## config.mk

```make
export PLATFORM = sky130hd
export DESIGN_NAME = nec_ir_pulse_decoder
export DESIGN_NICKNAME = d
export VERILOG_FILES = /design/src/sv/nirp_pkg.sv /design/src/sv/nec_ir_pulse_decoder.sv
export SDC_FILE = /design/constraint.sdc
export NUM_CORES = 1
export LEC_CHECK = 0
export ABC_AREA = 1
export BUFFER_PORTS_ARGS = -buffer_cell sky130_fd_sc_hd__buf_2
export CAP_MARGIN = 20
export CORE_MARGIN = 5
export CORE_UTILIZATION = 55
export CTS_BUF_LIST = sky130_fd_sc_hd__clkbuf_4 sky130_fd_sc_hd__clkbuf_8
export CTS_CLUSTER_SIZE = 40
export DETAILED_ROUTE_END_ITERATION = 10
export PLACE_DENSITY_LB_ADDON = 0.15
export SLEW_MARGIN = 20
export SYNTH_ARGS = -nofsm -noshare
export SYNTH_HDL_FRONTEND = slang
export SYNTH_SLANG_ARGS = --single-unit
export TNS_END_PERCENT = 10
```

## constraint.sdc

```tcl
create_clock -name clk_i -period 8.35 [get_ports clk_i]
set_clock_uncertainty 0.2 [all_clocks]
set_input_delay 1.67 -clock clk_i [delete_from_list [all_inputs] [get_ports clk_i]]
set_output_delay 1.67 -clock clk_i [all_outputs]
set_load 0.02 [all_outputs]
```

## src/sv/nirp_pkg.sv

```systemverilog
// Package for the NEC IR pulse decoder: register indexes, reset values,
// decoder stage encoding and stream word widths.
// No dependencies.
package nirp_pkg;

  localparam int unsigned CntW     = 16;
  localparam int unsigned TolW     = 8;
  localparam int unsigned ByteW    = 8;
  localparam int unsigned BitPosW  = 3;
  localparam int unsigned CfgIdxW  = 3;
  localparam int unsigned CfgDataW = 16;
  localparam int unsigned InDataW  = 8;
  localparam int unsigned OutDataW = 40;

  localparam logic [TolW-1:0]  TolReset     = 8'd64;
  localparam logic [CntW-1:0]  LeaderReset  = 16'd1125;
  localparam logic [CntW-1:0]  HeaderReset  = 16'd562;
  localparam logic [CntW-1:0]  RepeatReset  = 16'd281;
  localparam logic [CntW-1:0]  OneReset     = 16'd281;
  localparam logic [CntW-1:0]  ZeroReset    = 16'd140;
  localparam logic [ByteW-1:0] TimeoutReset = 8'd200;

  localparam logic [ByteW-1:0] OvfMax   = 8'hFF;
  localparam logic [ByteW-1:0] CheckXor = 8'hFF;

  typedef enum logic [CfgIdxW-1:0] {
    REG_TOLERANCE = 3'd0,
    REG_LEADER    = 3'd1,
    REG_HEADER    = 3'd2,
    REG_REPEAT    = 3'd3,
    REG_ONE       = 3'd4,
    REG_ZERO      = 3'd5,
    REG_TIMEOUT   = 3'd6
  } cfg_reg_e;

  typedef enum logic [5:0] {
    ST_LEADER = 6'b000001,
    ST_SPACE  = 6'b000010,
    ST_ADDR1  = 6'b000100,
    ST_ADDR2  = 6'b001000,
    ST_CMD1   = 6'b010000,
    ST_CMD2   = 6'b100000
  } stage_e;

  typedef enum logic {
    CMD_EDGE     = 1'b0,
    CMD_OVERFLOW = 1'b1
  } in_cmd_e;

  typedef struct packed {
    logic             frame_done;
    logic [ByteW-1:0] addr_lo;
    logic [ByteW-1:0] addr_hi;
    logic [ByteW-1:0] key_code;
    logic [ByteW-1:0] repeat_total;
    logic             wanted_edge;
    logic             timer_clear;
  } result_t;

  function automatic logic in_window(logic [CntW-1:0] cnt, logic [CntW-1:0] nominal,
                                     logic [TolW-1:0] tol);
    logic [CntW-1:0] diff;
    diff = (cnt >= nominal) ? (cnt - nominal) : (nominal - cnt);
    return diff < {{(CntW-TolW){1'b0}}, tol};
  endfunction

endpackage

```

## src/sv/nec_ir_pulse_decoder.sv

```systemverilog
// NEC infrared frame decoder driven by edge timings and timer overflow ticks.
// Depends on nirp_pkg.
//
// Takes one word per clock cycle and returns exactly one result word per input
// word. The decoder state is updated in the cycle a word is accepted and the
// result sits in a single output register, so a word can enter every cycle
// while the downstream side takes results. Input is stalled only while the
// output register is full and not being taken.
module nec_ir_pulse_decoder
  import nirp_pkg::*;
(
  input  logic                clk_i,
  input  logic                rst_ni,
  input  logic                cfg_valid_i,
  output logic                cfg_ready_o,
  input  logic [CfgIdxW-1:0]  cfg_index_i,
  input  logic [CfgDataW-1:0] cfg_data_i,
  input  logic                s_axis_tvalid,
  output logic                s_axis_tready,
  input  logic [InDataW-1:0]  s_axis_tdata,   // [7:0] counter_low
  input  logic                s_axis_tuser,   // [0] command
  output logic                m_axis_tvalid,
  input  logic                m_axis_tready,
  // [7:0] addr_lo, [15:8] addr_hi, [23:16] key_code,
  // [31:24] repeat_total, [32] wanted_edge, [33] timer_clear, [39:34] zero
  output logic [OutDataW-1:0] m_axis_tdata,
  output logic                m_axis_tuser    // [0] frame_done
);

  logic [TolW-1:0]  tol_q;
  logic [CntW-1:0]  leader_q, header_q, repeat_q, one_q, zero_q;
  logic [ByteW-1:0] timeout_q;

  stage_e              stage_q, stage_d;
  logic                phase_q, phase_d;
  logic [BitPosW-1:0]  bitpos_q, bitpos_d;
  logic [ByteW-1:0]    addr1_q, addr1_d, addr2_q, addr2_d;
  logic [ByteW-1:0]    cmdp_q, cmdp_d, cmdi_q, cmdi_d;
  logic [ByteW-1:0]    ovf_q, ovf_d, rep_q, rep_d;
  logic                seen_q, seen_d;

  logic                out_valid_q;
  result_t             res_q, res_d;

  logic                in_fire;
  logic [CntW-1:0]     cnt;
  logic [ByteW-1:0]    ovf_inc;
  logic                bit_val;
  logic [ByteW-1:0]    bit_mask;
  logic [BitPosW-1:0]  bitpos_inc;

  assign cfg_ready_o   = 1'b1;
  assign s_axis_tready = !out_valid_q || m_axis_tready;
  assign in_fire       = s_axis_tvalid && s_axis_tready;

  assign m_axis_tvalid = out_valid_q;
  assign m_axis_tuser  = res_q.frame_done;
  assign m_axis_tdata  = {6'd0, res_q.timer_clear, res_q.wanted_edge, res_q.repeat_total,
                          res_q.key_code, res_q.addr_hi, res_q.addr_lo};

  always_ff @(posedge clk_i or negedge rst_ni) begin
    if (!rst_ni) begin
      tol_q     <= TolReset;
      leader_q  <= LeaderReset;
      header_q  <= HeaderReset;
      repeat_q  <= RepeatReset;
      one_q     <= OneReset;
      zero_q    <= ZeroReset;
      timeout_q <= TimeoutReset;
    end else if (cfg_valid_i) begin
      case (cfg_index_i)
        REG_TOLERANCE: tol_q     <= cfg_data_i[TolW-1:0];
        REG_LEADER:    leader_q  <= cfg_data_i;
        REG_HEADER:    header_q  <= cfg_data_i;
        REG_REPEAT:    repeat_q  <= cfg_data_i;
        REG_ONE:       one_q     <= cfg_data_i;
        REG_ZERO:      zero_q    <= cfg_data_i;
        REG_TIMEOUT:   timeout_q <= cfg_data_i[ByteW-1:0];
        default: ;
      endcase
    end
  end

  assign cnt        = {ovf_q, s_axis_tdata};
  assign ovf_inc    = (ovf_q == OvfMax) ? ovf_q : ovf_q + 8'd1;
  assign bit_val    = in_window(cnt, one_q, tol_q);
  assign bit_mask   = {{(ByteW-1){1'b0}}, bit_val} << bitpos_q;
  assign bitpos_inc = bitpos_q + 3'd1;

  always_comb begin
    stage_d  = stage_q;
    phase_d  = phase_q;
    bitpos_d = bitpos_q;
    addr1_d  = addr1_q;
    addr2_d  = addr2_q;
    cmdp_d   = cmdp_q;
    cmdi_d   = cmdi_q;
    ovf_d    = ovf_q;
    rep_d    = rep_q;
    seen_d   = seen_q;
    res_d    = '0;

    if (s_axis_tuser == CMD_OVERFLOW) begin
      ovf_d = ovf_inc;
      if (ovf_inc > timeout_q) begin
        stage_d = ST_LEADER;
        seen_d  = 1'b0;
      end
    end else begin
      ovf_d             = '0;
      res_d.timer_clear = 1'b1;
      case (stage_q)
        ST_LEADER: begin
          phase_d = !phase_q;
          if (phase_q && in_window(cnt, leader_q, tol_q)) begin
            stage_d = ST_SPACE;
          end
        end
        ST_SPACE: begin
          if (in_window(cnt, header_q, tol_q)) begin
            stage_d  = ST_ADDR1;
            bitpos_d = '0;
            addr1_d  = '0;
            addr2_d  = '0;
            cmdp_d   = '0;
            cmdi_d   = '0;
          end else begin
            stage_d = ST_LEADER;
            if (in_window(cnt, repeat_q, tol_q) && seen_q) begin
              rep_d = rep_q + 8'd1;
            end
          end
        end
        ST_ADDR1, ST_ADDR2, ST_CMD1, ST_CMD2: begin
          if (!bit_val && !in_window(cnt, zero_q, tol_q)) begin
            stage_d = ST_LEADER;
          end else begin
            bitpos_d = bitpos_inc;
            case (stage_q)
              ST_ADDR1: addr1_d = addr1_q | bit_mask;
              ST_ADDR2: addr2_d = addr2_q | bit_mask;
              ST_CMD1:  cmdp_d  = cmdp_q | bit_mask;
              default:  cmdi_d  = cmdi_q | bit_mask;
            endcase
            if (bitpos_inc == '0) begin
              case (stage_q)
                ST_ADDR1: stage_d = ST_ADDR2;
                ST_ADDR2: stage_d = ST_CMD1;
                ST_CMD1:  stage_d = ST_CMD2;
                default: begin
                  stage_d = ST_LEADER;
                  if ((cmdp_q ^ cmdi_d) == CheckXor) begin
                    res_d.frame_done = 1'b1;
                    res_d.addr_lo    = addr1_q;
                    res_d.addr_hi    = addr2_q;
                    res_d.key_code   = cmdp_q;
                    rep_d            = '0;
                    seen_d           = 1'b1;
                  end
                end
              endcase
            end
          end
        end
        default: stage_d = ST_LEADER;
      endcase
    end

    res_d.repeat_total = rep_d;
    res_d.wanted_edge  = phase_d;
  end

  always_ff @(posedge clk_i or negedge rst_ni) begin
    if (!rst_ni) begin
      stage_q     <= ST_LEADER;
      phase_q     <= 1'b0;
      bitpos_q    <= '0;
      addr1_q     <= '0;
      addr2_q     <= '0;
      cmdp_q      <= '0;
      cmdi_q      <= '0;
      ovf_q       <= '0;
      rep_q       <= '0;
      seen_q      <= 1'b0;
      out_valid_q <= 1'b0;
    end else begin
      if (in_fire) begin
        stage_q  <= stage_d;
        phase_q  <= phase_d;
        bitpos_q <= bitpos_d;
        addr1_q  <= addr1_d;
        addr2_q  <= addr2_d;
        cmdp_q   <= cmdp_d;
        cmdi_q   <= cmdi_d;
        ovf_q    <= ovf_d;
        rep_q    <= rep_d;
        seen_q   <= seen_d;
      end
      if (in_fire) begin
        out_valid_q <= 1'b1;
      end else if (m_axis_tready) begin
        out_valid_q <= 1'b0;
      end
    end
  end

  always_ff @(posedge clk_i) begin
    if (in_fire) begin
      res_q <= res_d;
    end
  end

  a_done_on_edge : assert property (@(posedge clk_i) disable iff (!rst_ni)
    m_axis_tvalid && m_axis_tuser |-> m_axis_tdata[33])
    else $error("frame reported on an overflow tick");

  a_edge_clears_ovf : assert property (@(posedge clk_i) disable iff (!rst_ni)
    in_fire && s_axis_tuser == CMD_EDGE |=> ovf_q == '0)
    else $error("edge did not clear overflow count");

  a_frame_state : assert property (@(posedge clk_i) disable iff (!rst_ni)
    in_fire && res_d.frame_done |=> seen_q && rep_q == '0 && stage_q == ST_LEADER)
    else $error("good frame did not reset repeat tracking");

  a_result_tracks_state : assert property (@(posedge clk_i) disable iff (!rst_ni)
    in_fire |=> m_axis_tvalid && m_axis_tdata[31:24] == rep_q
                && m_axis_tdata[32] == phase_q)
    else $error("result word disagrees with decoder state");

endmodule

```

==> flow_metrics.tcl, run 1 <==
set metrics [dict create \
    synth.cell_area_mm2 0.01741 \
    post_synth.cell_area_avg_um2 6.931 \
    postRouteAntennaNets 0 \
    rsz0062_at_grt "no" \
    critPathMostFrequentCell "sky130_fd_sc_hd__nand2_1" \
    count_of_buffers_added_by_post_cts_timing_repair_for_setup 0 \
    tritoncts "yes" \
    finalCriticalPeriod_ps 7015 \
    grt_util_all_layers_pct 31.59 \
    required_ps 8420 \
    min_period_over_period_pct 84.01 \
    synth-simple-area-share_pct 25.13 \
    wire_length_of_the_first_global_routing_pass_um 87490 \
    route.detailed.drc 0 \
    postSynthRegisterBits 191 \
    setup_viol_count_final 0 \
    yosysWarningCount 0 \
    p_leak_nw 9.589 \
    relSlewSlack_pct 32.30 \
    floorplan.initialDensity_pct 55.46 \
    timing.fmax_mhz 142.6 \
    vias 16890 \
    r2r_setup_slack_ps 2340 \
    totalPowerFinal_mw 4.566 \
    max-cap-violations 0 \
    number_of_hold_repair_buffers_added_at_the_cts_stage 0 \
    die_width_um 187.9 \
    worst_slack_ps 1335 \
    multiplexer_area_fraction_after_synthesis_pct 0.5318 \
    xor_xnor_share_of_the_synthesized_area_pct 3.723 \
    die_height_um 187.9 \
    cts_num_sinks 191 \
    fin_hold_ws_ps 294.7 \
    critPathKind "in -> reg" \
    drt-total-wl_um 56500 \
    synthCells 2512 \
    power_density_mw_per_mm2 247.7 \
    internal_power_mw 2.337 \
    slowest_delay_ps 520 \
    clk_pin_slew_worst_paths_ps 100 \
    share_of_the_core_filled_with_cells_pct 58.72 \
    synth-adder-area-share_pct 15.67 \
    final_hold_viol_count 0 \
    clock_latency_ps 510 \
    combPwrFrac_pct 58.0 \
    dpl.hpwl_um 43140 \
    synth_compound_gate_area_share_pct 15.84 \
    max_slew.worst_pin.slew_ps 1013 \
    power.ir.vdd_worst_uv 140.0 \
    power.switching_fraction_pct 48.81 \
    synth_top_family_by_area "simple AND/OR/NAND/NOR gates" \
    total_switching_power_mw 2.229 \
    cts-root-buf "sky130_fd_sc_hd__clkbuf_8" \
    synth_enable_flop_cells 35 \
    share_clk_of_total_power_pct 13.1 \
    drt_iter0_markers 1597 \
    cts_resized 0 \
    grt-ovfl-total 0 \
    num-nets-final 2799 \
    place.port_buffers 69 \
    avgRoutedWirePerCell_um 19.02 \
    nFillCells 3100 \
    drt-pass1-iter-count 6 \
    synthArstFlopShare_pct 81.68 \
    setup-tns-final_ps 0 \
    seq_area_frac_synth_pct 28.64 \
    design.die.area_mm2 0.03531 \
    core_area_mm2 0.03139 \
    worst_setup_path_end_kind "flop" \
    number_of_antenna_violations_at_the_first_check_in_global_routing 3 \
    post_route_cells_drive_above_1_share_pct 7.246 \
    num_io_pins 77 \
    timing.final.max_slew_violations 0 \
    worst_hold_path_type "reg -> reg" \
    routed_via_density 5.684 \
    dp_worst_setup_slack_ps 815.6 \
    status "completed" \
    grt_pass1_vias 15890 \
    critPathSlowestCell "sky130_fd_sc_hd__a2111oi_0" \
    worst_ep_arrival_time_ps 7080 \
    placementRows 65 \
    syn2layout_area_growth_pct 5.871 \
    synth-main-ff-cell "sky130_fd_sc_hd__dfrtp_1" \
    max-clock-path-buffers 2 \
    cts_buffers 17 \
    place.gp.congestion 0.9786 \
    synthDistinctLibCells 58 \
    power_frac_seq_pct 29.0 \
    start_kind "primary input" \
    pin_count_of_the_biggest_net_entering_global_routing 101 \
    cts_htree_levels 4 \
    critical_path_peak_fanout 10 \
]
==> metal layers <==
metal | track usage, % | share of wire, %
met1 | 43.53 | 44
met5 | 0 | 0
met4 | 12.96 | 4.1
met2 | 49.51 | 44
met3 | 5.436 | 7.7
==> kinds of logic (layout without fill, tap and decap cells) <==
kind of cell | after synthesis | count (layout)
other | 2 | 9
flip-flops | 191 | 191
multiplexers | 9 | 9
AO/OA/AOI/OAI | 512 | 512
XOR/XNOR | 74 | 74
AND/OR/NAND/NOR | 1049 | 1049
buffers and inverters | 463 | 513
adder cells (fa/ha/maj) | 212 | 212
==> power groups by stage <==
stage	Sequential (mW)	Combinational, mW	Clock, mW
final	1.32	2.65	0.596
after global routing	1.35	2.99	0.643
after CTS	1.32	2.61	0.604
after detailed placement	1.34	2.59	0
after global placement	1.33	2.56	0
after floorplan	1.30	1.96	0
==> registers in the layout, indices dropped and copies added (netlist names), 16 cells and up <==
| name | flops |
|---|---|
| header_q | 16 |
| leader_q | 16 |
| m_axis_tdata | 34 |
| one_q | 16 |
| repeat_q | 16 |
| zero_q | 16 |
==> worst max-delay path, delay by kind of cell <==
| family | cells | cell delay [ps] |
|---|---|---|
| AOI/OAI and AO/OA | 5 | 860 |
| xor gates and xnor gates | 1 | 170 |
| adders and majority gates | 2 | 790 |
| buffers and inverters | 4 | 750 |
| muxes | 1 | 270 |
| and+or+nand+nor | 16 | 2550 |
==> placed cells by master, fill, tap and decap left out, drive strengths merged, types with 2 or more instances in the layout <==
master	netlist	layout
o22ai	3	3
clkbuf	32	23
nand2	649	649
a31oi	5	5
mux2	2	2
diode	0	2
o21ai	255	255
clkinvlp	0	2
a211oi	3	3
a2111oi	2	2
and2	4	4
mux2i	7	7
o41ai	2	2
a21o	20	20
fa	10	10
xnor2	22	22
ha	202	202
o21bai	10	10
a21oi	188	188
o211ai	7	7
a221oi	2	2
nand3	139	139
dfrtp	131	131
edfxtp	35	35
a21boi	2	2
inv	401	407
o2111ai	6	6
nor3	18	18
dfstp	25	25
o21a	2	2
buf	27	77
xor2	52	52
nand4	20	20
nor4	9	9
nor2	209	209
clkinv	3	4
conb	2	7
==> cell type report <==
class | count | area, µm² | share of cell area, %
Multi-Input combinational cell | 1863 | 10630 | 57.68
Antenna cell | 2 | 5.005 | 0.02715
Clock buffer | 23 | 285.3 | 1.548
Sequential cell | 191 | 4986 | 27.05
Inverter | 404 | 1516 | 8.227
Tap cell | 402 | 503.0 | 2.729
Timing Repair Buffer | 77 | 429.2 | 2.328
Clock inverter | 9 | 75.07 | 0.4073
==> worst paths after layout <==
check	startpoint	cells after the start	endpoint
worst min register to register	zero_q[15]	2	zero_q[15]
min in group asynchronous	rst_ni	1	repeat_q[15]
worst max-delay path	s_axis_tdata[7]	29	m_axis_tdata[31]
worst min-delay path	zero_q[15]	2	zero_q[15]
max in group asynchronous	rst_ni	2	timeout_q[0]
worst max register to register	ovf_q[5]	25	m_axis_tdata[31]
==> metrics by stage <==
step                area (µm²)  std cells
floorplan                17430       2517
global placement         18030       2935
detailed placement       18030       2936
CTS                      18400       2968
global route             18430       2970
finish                   18430       2971
==> cells in the mapped netlist (22+ instances only) <==
cell type	count	area, µm²
sky130_fd_sc_hd__nand2_1	644	2417
sky130_fd_sc_hd__dfrtp_1	131	3278
sky130_fd_sc_hd__clkbuf_1	30	112.6
sky130_fd_sc_hd__nor2_1	184	690.7
sky130_fd_sc_hd__o21ai_0	244	1221
sky130_fd_sc_hd__dfstp_2	25	656.9
sky130_fd_sc_hd__edfxtp_1	35	1051
sky130_fd_sc_hd__a21oi_1	187	935.9
sky130_fd_sc_hd__xor2_1	52	455.4
sky130_fd_sc_hd__xnor2_1	22	192.7
sky130_fd_sc_hd__nand3_1	135	675.7
sky130_fd_sc_hd__nor2_2	23	143.9
sky130_fd_sc_hd__inv_1	395	1483
sky130_fd_sc_hd__ha_1	202	2527
Power figures use the tool's default switching activity.
==> run 2, diff against run 1 <==
==> constraint.sdc (replaced) <==
create_clock -name clk_i -period 7.3 [get_ports clk_i]
set_clock_uncertainty 0.2 [all_clocks]
set_input_delay 1.46 -clock clk_i [delete_from_list [all_inputs] [get_ports clk_i]]
set_output_delay 1.46 -clock clk_i [all_outputs]
set_load 0.02 [all_outputs]
==> run 2 against run 1 <==
Compared with the run above:
- final cell count up 0.37%
- via count about the same
- routed wire length down 1.0%
- first-iteration DRC count up 16%
- register-to-register slack worse by 950 ps
- total power up 15%
- critical path type unchanged
- largest power group unchanged
- cell area up 0.38%
- clock power up 21%
- global-route usage about the same
==> flow_metrics.tcl, run 2 (synthesis gave the netlist of run 1 again) <==
set metrics [dict create \
    max_reg_flops 34 \
    min_period_over_period_pct 90.20 \
    place.gp.congestion 0.9835 \
    setup_viol_count_final 0 \
    clk_pin_slew_worst_paths_ps 110 \
    num_io_pins 77 \
    placed_cells 2943 \
    cts_buffers 17 \
    clock_latency_ps 510 \
    drt-total-wl_um 55920 \
    number_of_hold_repair_buffers_added_at_the_cts_stage 0 \
    number_of_antenna_violations_at_the_first_check_in_global_routing 4 \
    mostFrequentLayoutCells "644 x sky130_fd_sc_hd__nand2_1, 395 x sky130_fd_sc_hd__inv_1, 244 x sky130_fd_sc_hd__o21ai_0" \
    post_layout_nonfiller_instances 2982 \
    wire_length_of_the_first_global_routing_pass_um 87730 \
    wl_met2_um 24590 \
    core_area_mm2 0.03139 \
    nFillCells 2993 \
    hp-start "timeout_q[1]" \
    floorplan.initialDensity_pct 55.46 \
    route.detailed.drc 0 \
    post_route_cells_drive_above_1_share_pct 7.462 \
    finalCriticalPeriod_ps 6584 \
    share_clk_of_total_power_pct 13.7 \
    grt-ovfl-total 0 \
    cts-root-buf "sky130_fd_sc_hd__clkbuf_8" \
    tritoncts "yes" \
    placedInstanceArea_mm2 0.01809 \
    cts_num_sinks 191 \
    rsz0062_at_grt "no" \
    worst_ep_arrival_time_ps 6800 \
    timing.fmax_mhz 151.9 \
    critical_path_peak_fanout 12 \
    worst_setup_path_end_kind "flop" \
    worst_slack_ps 715.6 \
    critPathKind "in -> reg" \
    place.port_buffers 69 \
    power.ir.vdd_worst_uv 133.2 \
    fin_hold_ws_ps 295.1 \
    combPwrFrac_pct 57.6 \
    max-cap-violations 0 \
    die_height_um 187.9 \
    met3_wirelength_um 4710 \
    power_frac_seq_pct 28.7 \
    power.switching_fraction_pct 48.86 \
    pin_count_of_the_biggest_net_entering_global_routing 86 \
    drt_iter0_markers 1850 \
    power_density_mw_per_mm2 284.9 \
    worst_hold_path_type "reg -> reg" \
    die_width_um 187.9 \
    p_leak_nw 9.627 \
    final_hold_viol_count 0 \
    num-nets-final 2805 \
    grt_pass1_vias 15940 \
    internal_power_mw 2.696 \
    timing.final.max_slew_violations 0 \
    max-clock-path-buffers 2 \
    worst_r2r_start "ovf_q[1]" \
    relSlewSlack_pct 29.28 \
    count_of_buffers_added_by_post_cts_timing_repair_for_setup 0 \
    routed_via_density 5.665 \
    max_slew.worst_pin.slew_ps 1058 \
    placementRows 65 \
    cts_htree_levels 4 \
    required_ps 7520 \
    worstSetupStartpoint "s_axis_tdata[0]" \
    mostFrequentLayoutCell "sky130_fd_sc_hd__nand2_1" \
    drt-pass1-iter-count 7 \
    vias 16890 \
    cts_resized 0 \
    dr.max_layer_used "met4" \
    setup-tns-final_ps 0 \
    status "completed" \
    final_area_mm2 0.01850 \
    postRouteAntennaNets 0 \
    grt_util_all_layers_pct 31.60 \
    design.die.area_mm2 0.03531 \
    start_kind "primary input" \
    dpl.hpwl_um 42440 \
    detail_route.wirelength.met1_um 24180 \
    syn2layout_area_growth_pct 6.274 \
    dp_worst_setup_slack_ps 228.5 \
    total_switching_power_mw 2.576 \
    avgRoutedWirePerCell_um 18.75 \
]
[run 2: cell count changes in the layout (fill, tap and decap cells not counted), moves of 2 or more]
cell                       delta
sky130_fd_sc_hd__clkinv_4     +2
sky130_fd_sc_hd__diode_2      +5
sky130_fd_sc_hd__inv_8        +3
sky130_fd_sc_hd__buf_4        +8
sky130_fd_sc_hd__inv_6        -3
sky130_fd_sc_hd__clkinv_2     +2
sky130_fd_sc_hd__clkbuf_4     -5
[run 2: critical path, cell delays in order]
cell and delay (ps):
sky130_fd_sc_hd__buf_2 150, sky130_fd_sc_hd__inv_1 280, sky130_fd_sc_hd__ha_1 230, sky130_fd_sc_hd__inv_1 100, sky130_fd_sc_hd__fa_1 450, sky130_fd_sc_hd__a21oi_1 190, sky130_fd_sc_hd__o21ai_0 170, sky130_fd_sc_hd__nand2_1 100
sky130_fd_sc_hd__nand3_1 390, sky130_fd_sc_hd__o21ai_0 520, sky130_fd_sc_hd__xnor2_1 170, sky130_fd_sc_hd__inv_1 60, sky130_fd_sc_hd__ha_1 260, sky130_fd_sc_hd__nand2_1 60, sky130_fd_sc_hd__nor2_1 50, sky130_fd_sc_hd__a211oi_1 240
sky130_fd_sc_hd__o21bai_1 130, sky130_fd_sc_hd__a21oi_1 150, sky130_fd_sc_hd__nor2_1 50, sky130_fd_sc_hd__a2111oi_0 490, sky130_fd_sc_hd__buf_4 210, sky130_fd_sc_hd__nand3_1 50, sky130_fd_sc_hd__nor2_1 80, sky130_fd_sc_hd__nand2_1 60
sky130_fd_sc_hd__o21ai_0 160, sky130_fd_sc_hd__nand2_1 260, sky130_fd_sc_hd__o21ai_0 260
[run 2: final timing paths]
| path | to | slack (ps) | cells past startpoint |
|---|---|---|---|
| min in group asynchronous | repeat_q[1] | 750 | 1 |
| max in group asynchronous | cmdi_q[6] | 4530 | 2 |
| hold reg to reg | timeout_q[1] | 300 | 2 |
| setup reg to reg | stage_q[3] | 1390 | 23 |
| setup / recovery | stage_q[3] | 720 | 27 |
| hold / removal | timeout_q[1] | 300 | 2 |
[run 2: final cells by class]
| type | instances | area [µm²] | area share (%) |
|---|---|---|---|
| Inverter | 404 | 1516 | 8.196 |
| Sequential cell | 191 | 4986 | 26.95 |
| Antenna cell | 7 | 17.52 | 0.09467 |
| Tap cell | 402 | 503.0 | 2.718 |
| Multi-Input combinational cell | 1863 | 10630 | 57.47 |
| Clock buffer | 17 | 234.0 | 1.265 |
| Timing Repair Buffer | 83 | 456.7 | 2.468 |
| Clock inverter | 15 | 156.4 | 0.8453 |
[run 2: power groups by stage]
stage               clock network [mW]  registers (mW)  logic, mW
finish                           0.723            1.51       3.04
global route                     0.781            1.54       3.45
CTS                              0.736            1.51       2.99
detailed placement                   0            1.53       2.97
global placement                     0            1.52       2.95
floorplan                            0            1.49       2.24
[run 2: metal layers]
layer | vias up | GRT usage, %
met1 | 7830 | 42.88
met5 | - | 0
met2 | 743 | 48.34
met4 | 0 | 14.91
li1 | 8196 | -
met3 | 124 | 6.776
[run 2: per-stage QoR]
step,power (mW),util (%)
2_1_floorplan,3.731,-
3_3_place_gp,4.474,57.62
3_5_place_dp,4.501,57.62
4_1_cts,5.234,58.87
5_1_grt,5.767,58.91
6_report,5.272,58.94
